### src/rtl/qtpm_pkg.sv
`timescale 1ns / 1ps
package qtpm_pkg;
    typedef struct packed {
        logic [15:0] tag_id;
        logic [1:0]  orientation;
        logic [15:0] corner0_x;
        logic [15:0] corner0_y;
        logic [15:0] corner1_x;
        logic [15:0] corner1_y;
        logic [15:0] corner2_x;
        logic [15:0] corner2_y;
        logic [15:0] corner3_x;
        logic [15:0] corner3_y;
    } t_in_word;

    typedef struct packed {
        logic [15:0]        tag_out;
        logic [1:0]         orientation_out;
        logic [17:0]        mid_x;
        logic [17:0]        mid_y;
        logic [16:0]        diagonal_len;
        logic signed [15:0] twist_angle;
    } t_out_word;

    // classified item handed from front to back
    typedef struct packed {
        logic [15:0]        tag;
        logic [1:0]         orient;
        logic [17:0]        cx;
        logic [17:0]        cy;
        logic signed [16:0] e01x;
        logic signed [16:0] e01y;
        logic signed [16:0] e32x;
        logic signed [16:0] e32y;
        logic signed [16:0] d02x;
        logic signed [16:0] d02y;
        logic signed [16:0] d13x;
        logic signed [16:0] d13y;
    } t_job;

    // fraction bits of the corners; diagonal_len keeps the input unit
    localparam int COORD_FRAC_BITS = 4;
    localparam int TABLE_LEN = 24;
    localparam int ZW = 34;
    localparam logic signed [ZW-1:0] PI_Q30 = 34'sd3373259426;
    localparam logic signed [15:0] PI_Q13 = 16'sd25736;

    function automatic logic signed [ZW-1:0] atan_q30(input int i);
        logic [31:0] v;
        case (i)
            0: v = 32'h3243F6A8;  1: v = 32'h1DAC6705;  2: v = 32'h0FADBAFC;
            3: v = 32'h07F56EA6;  4: v = 32'h03FEAB76;  5: v = 32'h01FFD55B;
            6: v = 32'h00FFFAAA;  7: v = 32'h007FFF55;  8: v = 32'h003FFFEA;
            9: v = 32'h001FFFFD;  10: v = 32'h000FFFFF; 11: v = 32'h0007FFFF;
            12: v = 32'h0003FFFF; 13: v = 32'h0001FFFF; 14: v = 32'h0000FFFF;
            15: v = 32'h00007FFF; 16: v = 32'h00003FFF; 17: v = 32'h00001FFF;
            18: v = 32'h00000FFF; 19: v = 32'h000007FF; 20: v = 32'h000003FF;
            21: v = 32'h000001FF; 22: v = 32'h000000FF; 23: v = 32'h0000007F;
            default: v = 32'h0;
        endcase
        return ZW'($signed({2'b00, v}));
    endfunction
endpackage

### src/rtl/qtpm_fifo.sv
`timescale 1ns / 1ps
// Small queue between front and back, registered read into an output word.
module qtpm_fifo #(
    parameter int DEPTH = 4
) (
    input  logic           i_clk,
    input  logic           i_rst_n,
    input  logic           i_valid,
    output logic           o_stall,
    input  qtpm_pkg::t_job i_data,
    output logic           o_valid,
    input  logic           i_stall,
    output qtpm_pkg::t_job o_data
);
    import qtpm_pkg::*;
    localparam int AW = (DEPTH > 1) ? $clog2(DEPTH) : 1;

    t_job           r_mem [DEPTH];
    logic [AW-1:0]  r_wp;
    logic [AW-1:0]  r_rp;
    logic [AW:0]    r_cnt;
    t_job           r_data;
    logic           r_ov;
    logic           wr;
    logic           rd;
    logic           load;
    logic           byp;
    logic           push;

    assign o_valid = r_ov;
    assign o_data  = r_data;
    assign o_stall = r_cnt == (AW+1)'(DEPTH);
    assign wr   = i_valid && !o_stall;
    // output word is free or leaving this cycle
    assign load = !r_ov || !i_stall;
    assign rd   = load && r_cnt != '0;
    // empty store: word goes straight to the output
    assign byp  = wr && load && r_cnt == '0;
    assign push = wr && !byp;

    always_ff @(posedge i_clk) begin
        if (!i_rst_n) begin
            r_wp  <= '0;
            r_rp  <= '0;
            r_cnt <= '0;
            r_ov  <= 1'b0;
        end else begin
            if (push) r_wp <= (r_wp == AW'(DEPTH - 1)) ? '0 : r_wp + 1'b1;
            if (rd) r_rp <= (r_rp == AW'(DEPTH - 1)) ? '0 : r_rp + 1'b1;
            r_cnt <= r_cnt + (AW+1)'(push) - (AW+1)'(rd);
            if (load) r_ov <= rd || byp;
        end
        if (push) r_mem[r_wp] <= i_data;
        if (rd) begin
            r_data <= r_mem[r_rp];
        end else if (byp) begin
            r_data <= i_data;
        end
    end
endmodule

### config.mk
export PLATFORM = sky130hd
export DESIGN_NAME = qtpm_fifo
export DESIGN_NICKNAME = d
export VERILOG_FILES = /design/src/rtl/qtpm_pkg.sv /design/src/rtl/qtpm_fifo.sv
export SDC_FILE = /design/constraint.sdc
export NUM_CORES = 1
export LEC_CHECK = 0
export ABC_AREA = 1
export BUFFER_PORTS_ARGS = -buffer_cell sky130_fd_sc_hd__buf_2
export CAP_MARGIN = 10
export CORE_MARGIN = 2
export CORE_UTILIZATION = 25
export CTS_CLUSTER_DIAMETER = 50
export DETAILED_ROUTE_END_ITERATION = 8
export PLACE_DENSITY = 0.39
export SYNTH_ARGS = -nofsm -noshare
export SYNTH_HDL_FRONTEND = slang
export SYNTH_SLANG_ARGS = --single-unit
export TNS_END_PERCENT = 1
### constraint.sdc
create_clock -name i_clk -period 9.9 [get_ports i_clk]
set_input_delay 0.99 -clock i_clk [delete_from_list [all_inputs] [get_ports i_clk]]
set_output_delay 0.99 -clock i_clk [all_outputs]
set_load 0.05 [all_outputs]
Word-level counts from Yosys, hierarchy flattened
Memories as Yosys holds them, arrays and structs flattened. A register that Yosys moved wholly into a read port is not among the register bits.
Index checks and enable logic that the tools add are counted.

word-level totals
  memories kept = 1
  register bits after elaboration = 198
  RAM bits = 760
  word-level logic and storage cells = 46

operators by class
  multiplexer cells = 8
  $add $sub $neg = 4
  reduce and logical (&&, ||, !) cells = 14
  equal/unequal tests = 3

memory list
  memory  words  bits a word  read ports  clocked after memory_dff  wr ports  line             source
  r_mem   4      190          1           1                         1         qtpm_fifo.sv:18  t_job r_mem [DEPTH];

operators by type and width
  cell                 count
  $mux 190             2
  $mux 2               4
  $logic_and 1x1->1    5
  $add 2x1->2 const B  2
  $eq 2x2->1 const B   2
  $logic_not 1->1      4
  $add 3x1->3          1
  $eq 3x3->1 const B   1
  $logic_not 3->1      1
  $reduce_bool 3->1    1
  $sub 3x1->3          1
  $logic_or 1x1->1     2
  $mux 1               2
  $reduce_bool 2->1    1

Depth between registers and ports, before layout
  depth in word-level cells = 9
  mapped depth = 13
  depth with buffers taken out = 13

Worst setup path after synthesis
OpenSTA, ideal clock, no wires.

  path kind = input -> register
  start = in i_stall
  end = mem r_mem[0][0] (netlist name), enable pin
  setup slack = -0.226 ns
  library setup time = 0.743 ns
  arrival = 9.383 ns
  cell stages on the path = 6
  required time = 9.157 ns
  buffers on the path = 0
  cells stage by stage = nand2_1 nand3_1 inv_1 nor2_1 inv_1 nor2_1

between the ends
  cells in the longest elaborated chain, start to end = 8

RTL lines
  item                            line             source
  from (decl)                     qtpm_fifo.sv:12  input logic i_stall,
  $logic_not 1->1                 qtpm_fifo.sv:35  assign load = !r_ov || !i_stall;
  $logic_or 1x1->1                qtpm_fifo.sv:35
  $logic_and 1x1->1 (2 in a row)  qtpm_fifo.sv:38  assign byp = wr && load && r_cnt == '0;
  $logic_not 1->1                 qtpm_fifo.sv:39  assign push = wr && !byp;
  $logic_and 1x1->1               qtpm_fifo.sv:39
  $mux 1                          qtpm_fifo.sv:53  if (push) r_mem[r_wp] <= i_data;
  $mux 1 (implied by the code)    qtpm_fifo.sv:53
  to (decl)                       qtpm_fifo.sv:18

No other way between the ends.

==> summary.md <==
| Metric | Value |
|---|---|
| Placed Area | `41500 µm²` |
| Gate Count Post-Synth | `between 3k and 4k` |
| PD cells | `356 nW/µm²` |
| Htree depth | `4` |
| Netlist cell types | `18` |
| # setup viols final | `0` |
| Hold Buf Count CTS | `0` |
| # rows | `142` |
| CP max stage cell | `dfxtp_4` |
| Switching pwr | `between 6 and 7 mW` |
| Hold_ws | `about 0.46 ns` |
| Met1 GRT Util | `18.1%` |
| Drc violations | `0` |
| Max-slew headroom | `25.1%` |
| Syn Std Cell Area | `~38000 µm²` |
| Most common cell after layout, fill and taps aside | `edfxtp_1` |
| Die width | `around 390 µm` |
| Later-pin clock latency in the skew report | `between 0.7 and 0.8 ns` |
| Num ports | `between 300 and 400` |
| Clock Skew | `~0.032 ns` |
| Vias in the first global route | `roughly 23k` |
| Met3 Use GR | `~3.9%` |
| Met2 usage | `a little over a fifth` |
| CP Class | `flip-flop to flip-flop` |
| Antenna cells | `0` |
| Final Max Tran Viols | `0` |
| Drt pass-1 iters | `5` |
| Clock Power Share | `between 20 and 30%` |
| Non-filler instance count after layout | `approximately 5.6k` |
| Total Nets Final | `3689` |
| Drt wl/cell | `around 18 µm` |
| Placed instance count | `between 5k and 6k` |
| CP Capture Type | `flip-flop` |
| Post-CTS setup buffers | `0` |
| Core Region | `149000 µm²` |
| Fin crit share | `a little over two fifths` |
| Most frequent cells in the layout | `edfxtp_1, nor2_1, nand2_1, buf_2, o21ai_1` |
| Comb power frac | `34.5%` |
| Initial Util | `around 25%` |
| RSZ-0062 raised after global routing | `false` |
| Crit path cell chain | `buf_4 > buf_4 > buf_4 > nor2_1 > nor2_1 > o21ai_0 > nand2_1 > nand2_1 > nand2_1` |
| LEAKAGE | `between 15 and 20 nW` |
| Sequential-to-total area share from yosys stat | `roughly three quarters` |
| GP Congestion | `slightly below 0.7` |
| Post-DR vias/cell | `between 4 and 5` |
| Bufs and invs on worst path | `3` |
| Clock buffer depth | `3` |
| #FFs+latches synth | `960` |
| CP arrival | `between 4 and 5 ns` |
| Clock period minus worst slack | `just over 4 ns` |
| Initial antenna violation count | `16` |
| Drt first-iter violations | `around 1.3k` |
| Syn Nets | `~3.3k` |
| Crit start category | `flip-flop` |
| Actual slew at the worst max-slew pin | `1.12 ns` |
| CTS tree | `built` |
| Fillers | `between 15k and 20k` |
| P&R area growth vs syn | `22.7%` |
| Detailed Route WL | `103000 µm` |
| Die Ht | `between 300 and 400 µm` |
| YS warnings | `0` |
| Top Usage Layer GRT | `met2` |
| Resized Gates After CTS | `0` |
| Final Hold Viols | `0` |
| Post-DP HPWL | `~57000 µm` |
| HP Class | `input port to flip-flop` |
| Max_cap viols | `0` |
| Post-DRT Antenna Nets | `0` |
| Switching fraction of total power | `40.3%` |
| Die area | `153000 µm²` |
| Reg clk slew, reported paths | `roughly 0.050 ns` |
| Crit Path Max Fanout | `87` |
| Post-Layout Inst Area | `~46000 µm²` |
| Worst Path Required | `between 10 and 15 ns` |
| R2r setup slk | `5.74 ns` |
| Outcome | `finished, final reports clean` |
| Sequential share of power | `a little over a third` |
| Via Count | `23.4k` |
| Setup tns final | `0 ns` |
| IO buf count | `slightly below 400` |
| Final core utilization | `a little under a third` |
| Clock sinks | `960` |
| First-pass GRT wire length | `approximately 150000 µm` |
| Clock Root Buffer | `clkbuf_16` |
| F_max | `~240 MHz` |
| Worst stage delay on the critical path | `approximately 0.96 ns` |
| Largest net degree at the start of global routing | `~140` |
| Syn Area/Cell | `12.1 µm²` |
| Share of layout cells above drive strength 1 | `between 10% and 20%` |
| Internal Power | `about 9.8 mW` |
| Peak VDD IR | `around 170 µV` |
| Top cell family by delay on the critical path | `buffers and inverters` |
| Grt ovf | `0` |
| GR Util All Layers | `between 10% and 20%` |
| Inserted Clock Buffers | `137` |
## path summary, 6_finish.rpt
check,start,end,depth (start not counted)
worst min-delay path,i_data[131],r_mem[3][131],1
worst max register to register,flip-flop,o_data[93],9
worst min register to register,r_rp[1],flip-flop,2
worst max-delay path,flip-flop,o_data[93],9
## through the flow
step / setup WS [ns] / power [mW]
global route: 5.33 / 17.5
floorplan: -0.226 / 10.2
detailed placement: 5.35 / 11.8
finish: 5.74 / 16.4
CTS: 5.63 / 16.7
global placement: 5.36 / 11.8
## power groups by stage
stage               clock, mW  combinational [mW]  sequential [mW]
finish                   4.82                5.65             5.91
global route             5.14                6.33             5.98
CTS                      4.98                5.83             5.93
detailed placement          0                5.82             6.00
global placement            0                5.82             6.01
floorplan                   0                2.68             7.54
## synthesized netlist by cell type
master    instances  area [µm²]
buf_4            23         173
nand3_1           4        20.0
dfxtp_1          10         200
ha_1              7        87.6
o21ai_0         182         911
buf_1            18        67.6
buf_2           105         526
clkbuf_1         21        78.8
xor2_1            1        8.76
nand2_1         774        2910
a21oi_1           1        5.00
edfxtp_1        950       28500
nor2_2            1        6.26
o21ai_1         200        1000
inv_1            17        63.8
nor2_1          777        2920
fa_1              1        20.0
inv_2             4        15.0
## flip-flops by register name, summed over array words and instances (netlist names), named ones only
signal and flops:
r_wp 2, r_cnt 3, r_rp 2, r_mem 760, o_data 190, o_valid 1
## kinds of logic (layout without fill, tap and decap cells)
group	count (synthesis)	count (layout)	synth area share, %
adders and majority gates	8	8	0.287
DFF	960	960	76.5
xor gates and xnor gates	1	1	0.0233
buffers and inverters	188	688	2.46
and+or+nand+nor	1556	1556	15.6
AOI/OAI and AO/OA	383	383	5.11
## final cells by class
class                           instances  area [µm²]  area share [%]
Clock inverter                         84         963            2.09
Clock buffer                          164        3570            7.76
Inverter                               21         109           0.236
Tap cell                             2016        2520            5.48
Multi-Input combinational cell       1948        7920            17.2
Sequential cell                       960       28700            62.4
Timing Repair Buffer                  419        2230            4.85
## per-layer routing
metal | wire length, µm | share of wire [%]
met3 | 6050 | 5.8
met2 | 46600 | 45
met4 | 2120 | 2.1
met5 | 178 | 0.17
met1 | 48500 | 47
No activity file was read; power rests on OpenSTA's default activity.
