`config.mk`:
```
export PLATFORM = sky130hd
export DESIGN_NAME = qtpm_front
export DESIGN_NICKNAME = d
export VERILOG_FILES = /design/src/rtl/qtpm_pkg.sv /design/src/rtl/qtpm_front.sv
export SDC_FILE = /design/constraint.sdc
export NUM_CORES = 1
export LEC_CHECK = 0
export ABC_AREA = 1
export ABC_CLOCK_PERIOD_IN_PS = 34400
export BUFFER_PORTS_ARGS = -buffer_cell sky130_fd_sc_hd__buf_2
export CORE_MARGIN = 4
export CORE_UTILIZATION = 30
export CTS_CLUSTER_SIZE = 10
export DETAILED_ROUTE_END_ITERATION = 8
export GPL_TIMING_DRIVEN = 0
export HOLD_SLACK_MARGIN = 0.15
export PLACE_DENSITY = 0.55
export RECOVER_POWER = 25
export SYNTH_ARGS = -nofsm -noshare
export SYNTH_HDL_FRONTEND = slang
export SYNTH_SLANG_ARGS = --single-unit
```
`constraint.sdc`:
```
create_clock -name i_clk -period 34.4 [get_ports i_clk]
set_input_delay 6.88 -clock i_clk [delete_from_list [all_inputs] [get_ports i_clk]]
set_output_delay 6.88 -clock i_clk [all_outputs]
set_load 0.02 [all_outputs]
```
`src/rtl/qtpm_pkg.sv`:
```
`timescale 1ns / 1ps
package qtpm_pkg;
    typedef struct packed {
        logic [15:0] tag_id;
        logic [1:0]  orientation;
        logic [15:0] corner0_x;
        logic [15:0] corner0_y;
        logic [15:0] corner1_x;
        logic [15:0] corner1_y;
        logic [15:0] corner2_x;
        logic [15:0] corner2_y;
        logic [15:0] corner3_x;
        logic [15:0] corner3_y;
    } t_in_word;

    typedef struct packed {
        logic [15:0]        tag_out;
        logic [1:0]         orientation_out;
        logic [17:0]        mid_x;
        logic [17:0]        mid_y;
        logic [16:0]        diagonal_len;
        logic signed [15:0] twist_angle;
    } t_out_word;

    // classified item handed from front to back
    typedef struct packed {
        logic [15:0]        tag;
        logic [1:0]         orient;
        logic [17:0]        cx;
        logic [17:0]        cy;
        logic signed [16:0] e01x;
        logic signed [16:0] e01y;
        logic signed [16:0] e32x;
        logic signed [16:0] e32y;
        logic signed [16:0] d02x;
        logic signed [16:0] d02y;
        logic signed [16:0] d13x;
        logic signed [16:0] d13y;
    } t_job;

    // fraction bits of the corners; diagonal_len keeps the input unit
    localparam int COORD_FRAC_BITS = 4;
    localparam int TABLE_LEN = 24;
    localparam int ZW = 34;
    localparam logic signed [ZW-1:0] PI_Q30 = 34'sd3373259426;
    localparam logic signed [15:0] PI_Q13 = 16'sd25736;

    function automatic logic signed [ZW-1:0] atan_q30(input int i);
        logic [31:0] v;
        case (i)
            0: v = 32'h3243F6A8;  1: v = 32'h1DAC6705;  2: v = 32'h0FADBAFC;
            3: v = 32'h07F56EA6;  4: v = 32'h03FEAB76;  5: v = 32'h01FFD55B;
            6: v = 32'h00FFFAAA;  7: v = 32'h007FFF55;  8: v = 32'h003FFFEA;
            9: v = 32'h001FFFFD;  10: v = 32'h000FFFFF; 11: v = 32'h0007FFFF;
            12: v = 32'h0003FFFF; 13: v = 32'h0001FFFF; 14: v = 32'h0000FFFF;
            15: v = 32'h00007FFF; 16: v = 32'h00003FFF; 17: v = 32'h00001FFF;
            18: v = 32'h00000FFF; 19: v = 32'h000007FF; 20: v = 32'h000003FF;
            21: v = 32'h000001FF; 22: v = 32'h000000FF; 23: v = 32'h0000007F;
            default: v = 32'h0;
        endcase
        return ZW'($signed({2'b00, v}));
    endfunction
endpackage

```
`src/rtl/qtpm_front.sv`:
```
`timescale 1ns / 1ps
// Reorders the corners and forms sums and differences; one register stage.
module qtpm_front (
    input  logic              i_clk,
    input  logic              i_rst_n,
    input  logic              i_valid,
    output logic              o_stall,
    input  qtpm_pkg::t_in_word i_data,
    output logic              o_valid,
    input  logic              i_stall,
    output qtpm_pkg::t_job    o_job
);
    import qtpm_pkg::*;

    logic [15:0] cx [4];
    logic [15:0] cy [4];
    logic [15:0] px [4];
    logic [15:0] py [4];
    logic [1:0]  sh;
    logic [1:0]  src;
    t_job        n_job;
    t_job        r_job;
    logic        r_valid;

    assign o_stall = r_valid && i_stall;

    always_comb begin
        cx[0] = i_data.corner0_x; cy[0] = i_data.corner0_y;
        cx[1] = i_data.corner1_x; cy[1] = i_data.corner1_y;
        cx[2] = i_data.corner2_x; cy[2] = i_data.corner2_y;
        cx[3] = i_data.corner3_x; cy[3] = i_data.corner3_y;
        unique case (i_data.orientation)
            2'd0:    sh = 2'd2;
            2'd1:    sh = 2'd1;
            2'd2:    sh = 2'd0;
            default: sh = 2'd3;
        endcase
        for (int k = 0; k < 4; k++) begin
            src = 2'(3 - k) + sh;
            px[k] = cx[src];
            py[k] = cy[src];
        end
        n_job.tag    = i_data.tag_id;
        n_job.orient = i_data.orientation;
        n_job.cx = 18'(px[0]) + 18'(px[1]) + 18'(px[2]) + 18'(px[3]);
        n_job.cy = 18'(py[0]) + 18'(py[1]) + 18'(py[2]) + 18'(py[3]);
        n_job.e01x = $signed({1'b0, px[0]}) - $signed({1'b0, px[1]});
        n_job.e01y = $signed({1'b0, py[0]}) - $signed({1'b0, py[1]});
        n_job.e32x = $signed({1'b0, px[3]}) - $signed({1'b0, px[2]});
        n_job.e32y = $signed({1'b0, py[3]}) - $signed({1'b0, py[2]});
        n_job.d02x = $signed({1'b0, px[0]}) - $signed({1'b0, px[2]});
        n_job.d02y = $signed({1'b0, py[0]}) - $signed({1'b0, py[2]});
        n_job.d13x = $signed({1'b0, px[1]}) - $signed({1'b0, px[3]});
        n_job.d13y = $signed({1'b0, py[1]}) - $signed({1'b0, py[3]});
    end

    always_ff @(posedge i_clk) begin
        if (!i_rst_n) begin
            r_valid <= 1'b0;
        end else if (!o_stall) begin
            r_valid <= i_valid;
        end
        if (!o_stall && i_valid) begin
            r_job <= n_job;
        end
    end

    assign o_valid = r_valid;
    assign o_job   = r_job;
endmodule

```
**After elaboration in Yosys (flattened, before gate mapping)**

Cells that the tools add are included.

- Reduce and logical (&&, ||, !) cells: 4
- Mux-type cells: 25
- Add/subtract/negate cells: 17
- Magnitude comparators: 4
- Bitwise logic cells: 4
- Equal/unequal tests: 2

Operators by type and width:

| operator | count |
|---|---|
| $bmux 16 s2 | 8 |
| $mux 16 | 16 |
| $sub 16x16->17 | 8 |
| $add 17x16->18 | 2 |
| $add 18x16->18 | 2 |
| $add 16x16->17 | 2 |
| $ge 3x3->1 const B | 4 |
| $not 2->3 | 4 |
| $pmux 2 s3 | 1 |
| $add 2x2->2 const A | 2 |
| $add 1x2->2 const A | 1 |
| $eq 2x1->1 const B | 1 |
| $eq 2x2->1 const B | 1 |
| $logic_and 1x1->1 | 2 |
| $logic_not 2->1 | 1 |
| $logic_not 1->1 | 1 |

- Bits in registers: 191
- Word-level logic and storage cells: 69
- Output and inout port bits: 192
- Input port bits: 150

**Logic depth before layout (Yosys ltp)**

- Depth in word-level cells: 10
- Mapped depth: 26
- Gate-level depth less buffers: 22

**Least setup slack after synthesis**

Ideal clock, no wire load.

- Path kind: input to register
- From: input i_stall
- To: register r_job (netlist bit o_job[0]) (enable)
- Buffers on the path: 0
- Library setup time: 0.744 ns
- Arrival time: 14.954 ns
- Stages on the path: 3
- Data required time: 33.656 ns
- Path slack: 18.702 ns
- Cell sequence: nand2_1 > inv_1 > nor2_1

- Cells in the longest elaborated chain, start to end: 3

Ends and longest elaborated chain:

| what | line | source |
|---|---|---|
| start, declared | qtpm_front.sv:10 | `input logic i_stall,` |
| $logic_and 1x1->1 | qtpm_front.sv:25 | `assign o_stall = r_valid && i_stall;` |
| via o_stall | qtpm_front.sv:7 | `output logic o_stall,` |
| $logic_not 1->1 | qtpm_front.sv:63 | `if (!o_stall && i_valid) begin` |
| $logic_and 1x1->1 | qtpm_front.sv:63 |  |
| end signal, assigned | qtpm_front.sv:64 | `r_job <= n_job;` |
| end, declared | qtpm_front.sv:22 | `t_job r_job;` |

The timed path passes the listed nets, and every way through them passes these cells.
A chain may end at the register's enable or synchronous reset.

**Final worst setup path**

- From: input i_stall
- To: output o_stall

- Cells in the longest elaborated chain, start to end: 1

Ends and longest elaborated chain:

| what | line |
|---|---|
| $logic_and 1x1->1 | qtpm_front.sv:25 |
| end, declared | qtpm_front.sv:7 |

Every way passes these cells.

==> impl_summary.txt <==
----------------------------------------------------
[Clock network]
  Count of hold-fix buffers inserted at cts ... 0
  Post-CTS resize count ... 0
  Count of buffers added by post-CTS timing repair for setup ... 0
  Clock Pin Slew Worst Setup and Hold Paths ... 0.07 ns
  Clock Tree Buf Depth ... 2
  # clock sinks ... 191
  Total clock buffers created by CTS ... 17
  H-Tree Level Count ... 4
  Clock tree root driver cell ... clkbuf_16
  Worst-skew pair later-pin latency ... roughly 0.49 ns
  TritonCTS clock tree ... yes

[Routing]
  Via count normalized by instance count ... around 4.8
  Count of antenna-violating nets left after detailed routing ... 0
  TritonRoute pass-1 iters ... 6
  Starting DRT DRC Count ... 1659
  Final Routed Wirelength ... 72200 um
  Via count ... 18300
  Post-DR wirelength/cell ... 18.9 um
  DR DRC count ... 0

[Global route]
  Initial antenna violation count ... 53
  Maximum number of pins on one net before global-route repair ... 33
  First-pass GRT wire length ... 104000 um
  Vias in the first global route ... 16800
  Remaining Overflow, GRT ... 0
  GRT Total Usage ... between 20% and 30%

[Power and ir drop]
  Standby leakage power ... 11.6 nW
  Power Total ... 1.86 mW
  Power per standard cell area ... 82.0 nW/um^2
  Max VDD drop ... about 0.046 mV

[Synth]
  Portion of synthesized cell area occupied by the leading cell type ... 29.7%
  Top cells by area, synth ... edfxtp_1 (30%), ha_1 (13%), nand2_1 (13%)
  Dominant register cell in the synthesized netlist ... edfxtp_1
  Area leader, netlist ... edfxtp_1
  Post-Synth Adder-Cell Area ... 18.6%
  Most numerous cell types in the synthesized netlist ... nand2_1 (661), inv_1 (484), o21ai_0 (215)
  Flop and latch count out of synthesis ... roughly 190
  Most repeated cell in the gate-level netlist after synthesis ... nand2_1
  Compound-Gate Fraction of Synth Area ... 12.4%
  Synthesized area per cell ... 7.45 sq um
  Number of distinct library cells after synthesis ... 49
  Sequential element share of the synthesized area ... 29.8%
  Simple-gate area share of the yosys netlist ... a little over a fifth
  Main combinational cell family by area after synthesis ... simple AND/OR/NAND/NOR gates
  Async SR Flop Fraction ... 0%
  Portion of netlist area occupied by mux cells ... 0%
  Count of flip-flops with a built-in enable after synthesis ... 190
  Total nets after synthesis ... 2981
  Number of cells produced by synthesis ... between 2000 and 3000
  YS warnings ... 0
  Total standard cell area after synthesis ... approximately 19000 sq um
  Xor/xnor cell area share of the yosys netlist ... between 6 and 7%

[Final layout]
  Fraction of the core area covered by cells at the end of the flow ... a little over a third
  Final #Nets ... 3347
  Final cell count without fillers ... ~3800
  Area added between synthesis and finish ... 17.9%
  Share of final-layout standard cells stronger than drive strength 1 ... ~14%

[Setup path]
  Setup slack on the worst flop-to-flop path ... 30.45 ns
  Crit-path leading delay family ... buffers and inverters
  Critical path, cell by cell ... buf_2 > nand2_1 > inv_1 > buf_2
  Critical path destination ... o_stall
  Worst Path Required ... 27.52 ns
  Worst Path Class, Setup ... in2out
  Crit Path Max Fanout ... 2
  Critical path endpoint category ... output pin
  Crit path buffers/inverters ... 3
  Startpoint of the lowest-slack register-to-register path ... o_valid$_SDFFE_PN0N_
  Crit path from ... i_stall
  Cells on worst reg2reg path ... 6
  CP peak stage delay ... about 0.15 ns
  Data arrival time of the critical path ... 7.26 ns
  Cell count along the critical path ... 4
  Most repeated library cell on the critical path ... buf_2
  End of the worst register-to-register path ... o_job[25]$_DFFE_PP_
  Critical-path cell with the highest stage delay ... buf_2
  CP Launch Type ... input pin

[Floorplan]
  Die outline height ... 261 um
  Cell row count ... 92
  Initial Util ... 30.4%
  Number of placed I/O pins ... 342
  CORE AREA ... ~63000 sq um
  Horiz. Die Dim ... between 200 and 300 um
  Die Footprint ... 68100 sq um

[STA]
  RSZ-0062 raised after global routing ... no
  Final Cycle Share ... 41.1%
  Tightest Pin Transition ... approximately 1.9 ns
  Max-slew headroom ... -29.4%
  Setup-failing EPs final ... 0
  Fin crit period ... 14.14 ns
  Number of max-slew violations in the final report ... 24
  Final worst hold slack ... 0.499 ns
  Sum of negative setup slack ... 0 ns
  Clock skew after layout ... 0.0196 ns
  Final hold violation count ... 0
  Maximum clock frequency ... ~71 MHz

[Placement]
  Placed Cells ... 3770
  Final weighted congestion in routability-driven placement ... 0.943
  PortBufs ... 341
  Final HPWL from detailed placement ... 61200 um

[Run status]
  Run status ... finished with violations
  Violations in the final reports ... capacitance limit, slew limit

[Run]
  Max_cap viols ... 2

[Min path]
  Path type of the worst min-delay path ... reg2reg

----------------------------------------------------
kinds of logic (layout without fill, tap and decap cells):
family | after synthesis | after routing
fa+ha+maj | 254 | 254
xor+xnor | 135 | 135
simple gates | 994 | 994
compound gates | 445 | 445
flops | 191 | 191
other cells | 0 | 21
buf+inv | 558 | 936
flip-flops by register name (all words and copies together), names as in the netlist:
register and count:
o_job 190, o_valid 1
layer usage:
layer  GRT usage, %  part of all wire [%]
met1           29.5                    46
met2           30.7                    42
met3           5.83                   9.0
met4           5.35                   2.1
met5              0                  0.37
placed cells by master, fill, tap and decap left out, types with 6 or more instances in the layout:
cell type  Yosys  routed
edfxtp_1     190     190
buf_2         29     314
fa_1          53      53
clkbuf_16      0      17
inv_2          8       8
clkbuf_1      22      80
xnor2_1       30      30
or2_2         15      15
ha_1         201     201
nand2_2       20      20
o21ai_0      215     215
o21ai_1       39      39
diode_2        0      21
inv_1        484     484
nand2_1      661     661
nor2_1        99      99
nand3_1      156     156
xor2_1       104     104
buf_6          6       6
a21o_1        15      15
a21oi_1      127     127
nor3_1         8       8
a31oi_1       20      20
nand4_1       14      14
through the flow:
step / setup slack (ns) / cell area (sq um)
2_1_floorplan: 18.70 / 19200
3_3_place_gp: 14.50 / 22000
3_5_place_dp: 20.20 / 22100
4_1_cts: 20.20 / 22700
5_1_grt: 20.24 / 22600
6_report: 20.26 / 22600
how the worst min path moves through the flow:
stage                         start                    to  cells past startpoint
3_3_place_gp   o_valid$_SDFFE_PN0N_  o_valid$_SDFFE_PN0N_                      2
4_1_cts        o_valid$_SDFFE_PN0N_  o_valid$_SDFFE_PN0N_                      2
2_1_floorplan  o_valid$_SDFFE_PN0N_  o_valid$_SDFFE_PN0N_                      2
5_1_grt        o_valid$_SDFFE_PN0N_  o_valid$_SDFFE_PN0N_                      2
3_5_place_dp   o_valid$_SDFFE_PN0N_  o_valid$_SDFFE_PN0N_                      2
6_report       o_valid$_SDFFE_PN0N_  o_valid$_SDFFE_PN0N_                      2
area by class of cell:
| class | count | area, sq um |
|---|---|---|
| diodes | 21 | 52.6 |
| plain buffers | 64 | 333 |
| clock buffers | 17 | 425 |
| clock inverters | 14 | 173 |
| fillers | 6780 | 40600 |
| inverters | 494 | 1860 |
| multi-input cells | 1828 | 11300 |
| flip-flops and latches | 191 | 5730 |
| well taps | 846 | 1060 |
| repair buffers | 347 | 1720 |
power by group:
part / internal [mW] / switching (mW)
logic: 0.403 / 0.812
registers: 0.407 / 0.0231
clock network: 0.109 / 0.102
worst reg2reg max path, delay by kind of cell, from the launching register on:
kind,cells,cell delay [ns]
buf+inv,4,1.81
flops,1,0.31
simple gates,2,1.49
Note: power is estimated with default switching activity, not from simulation.
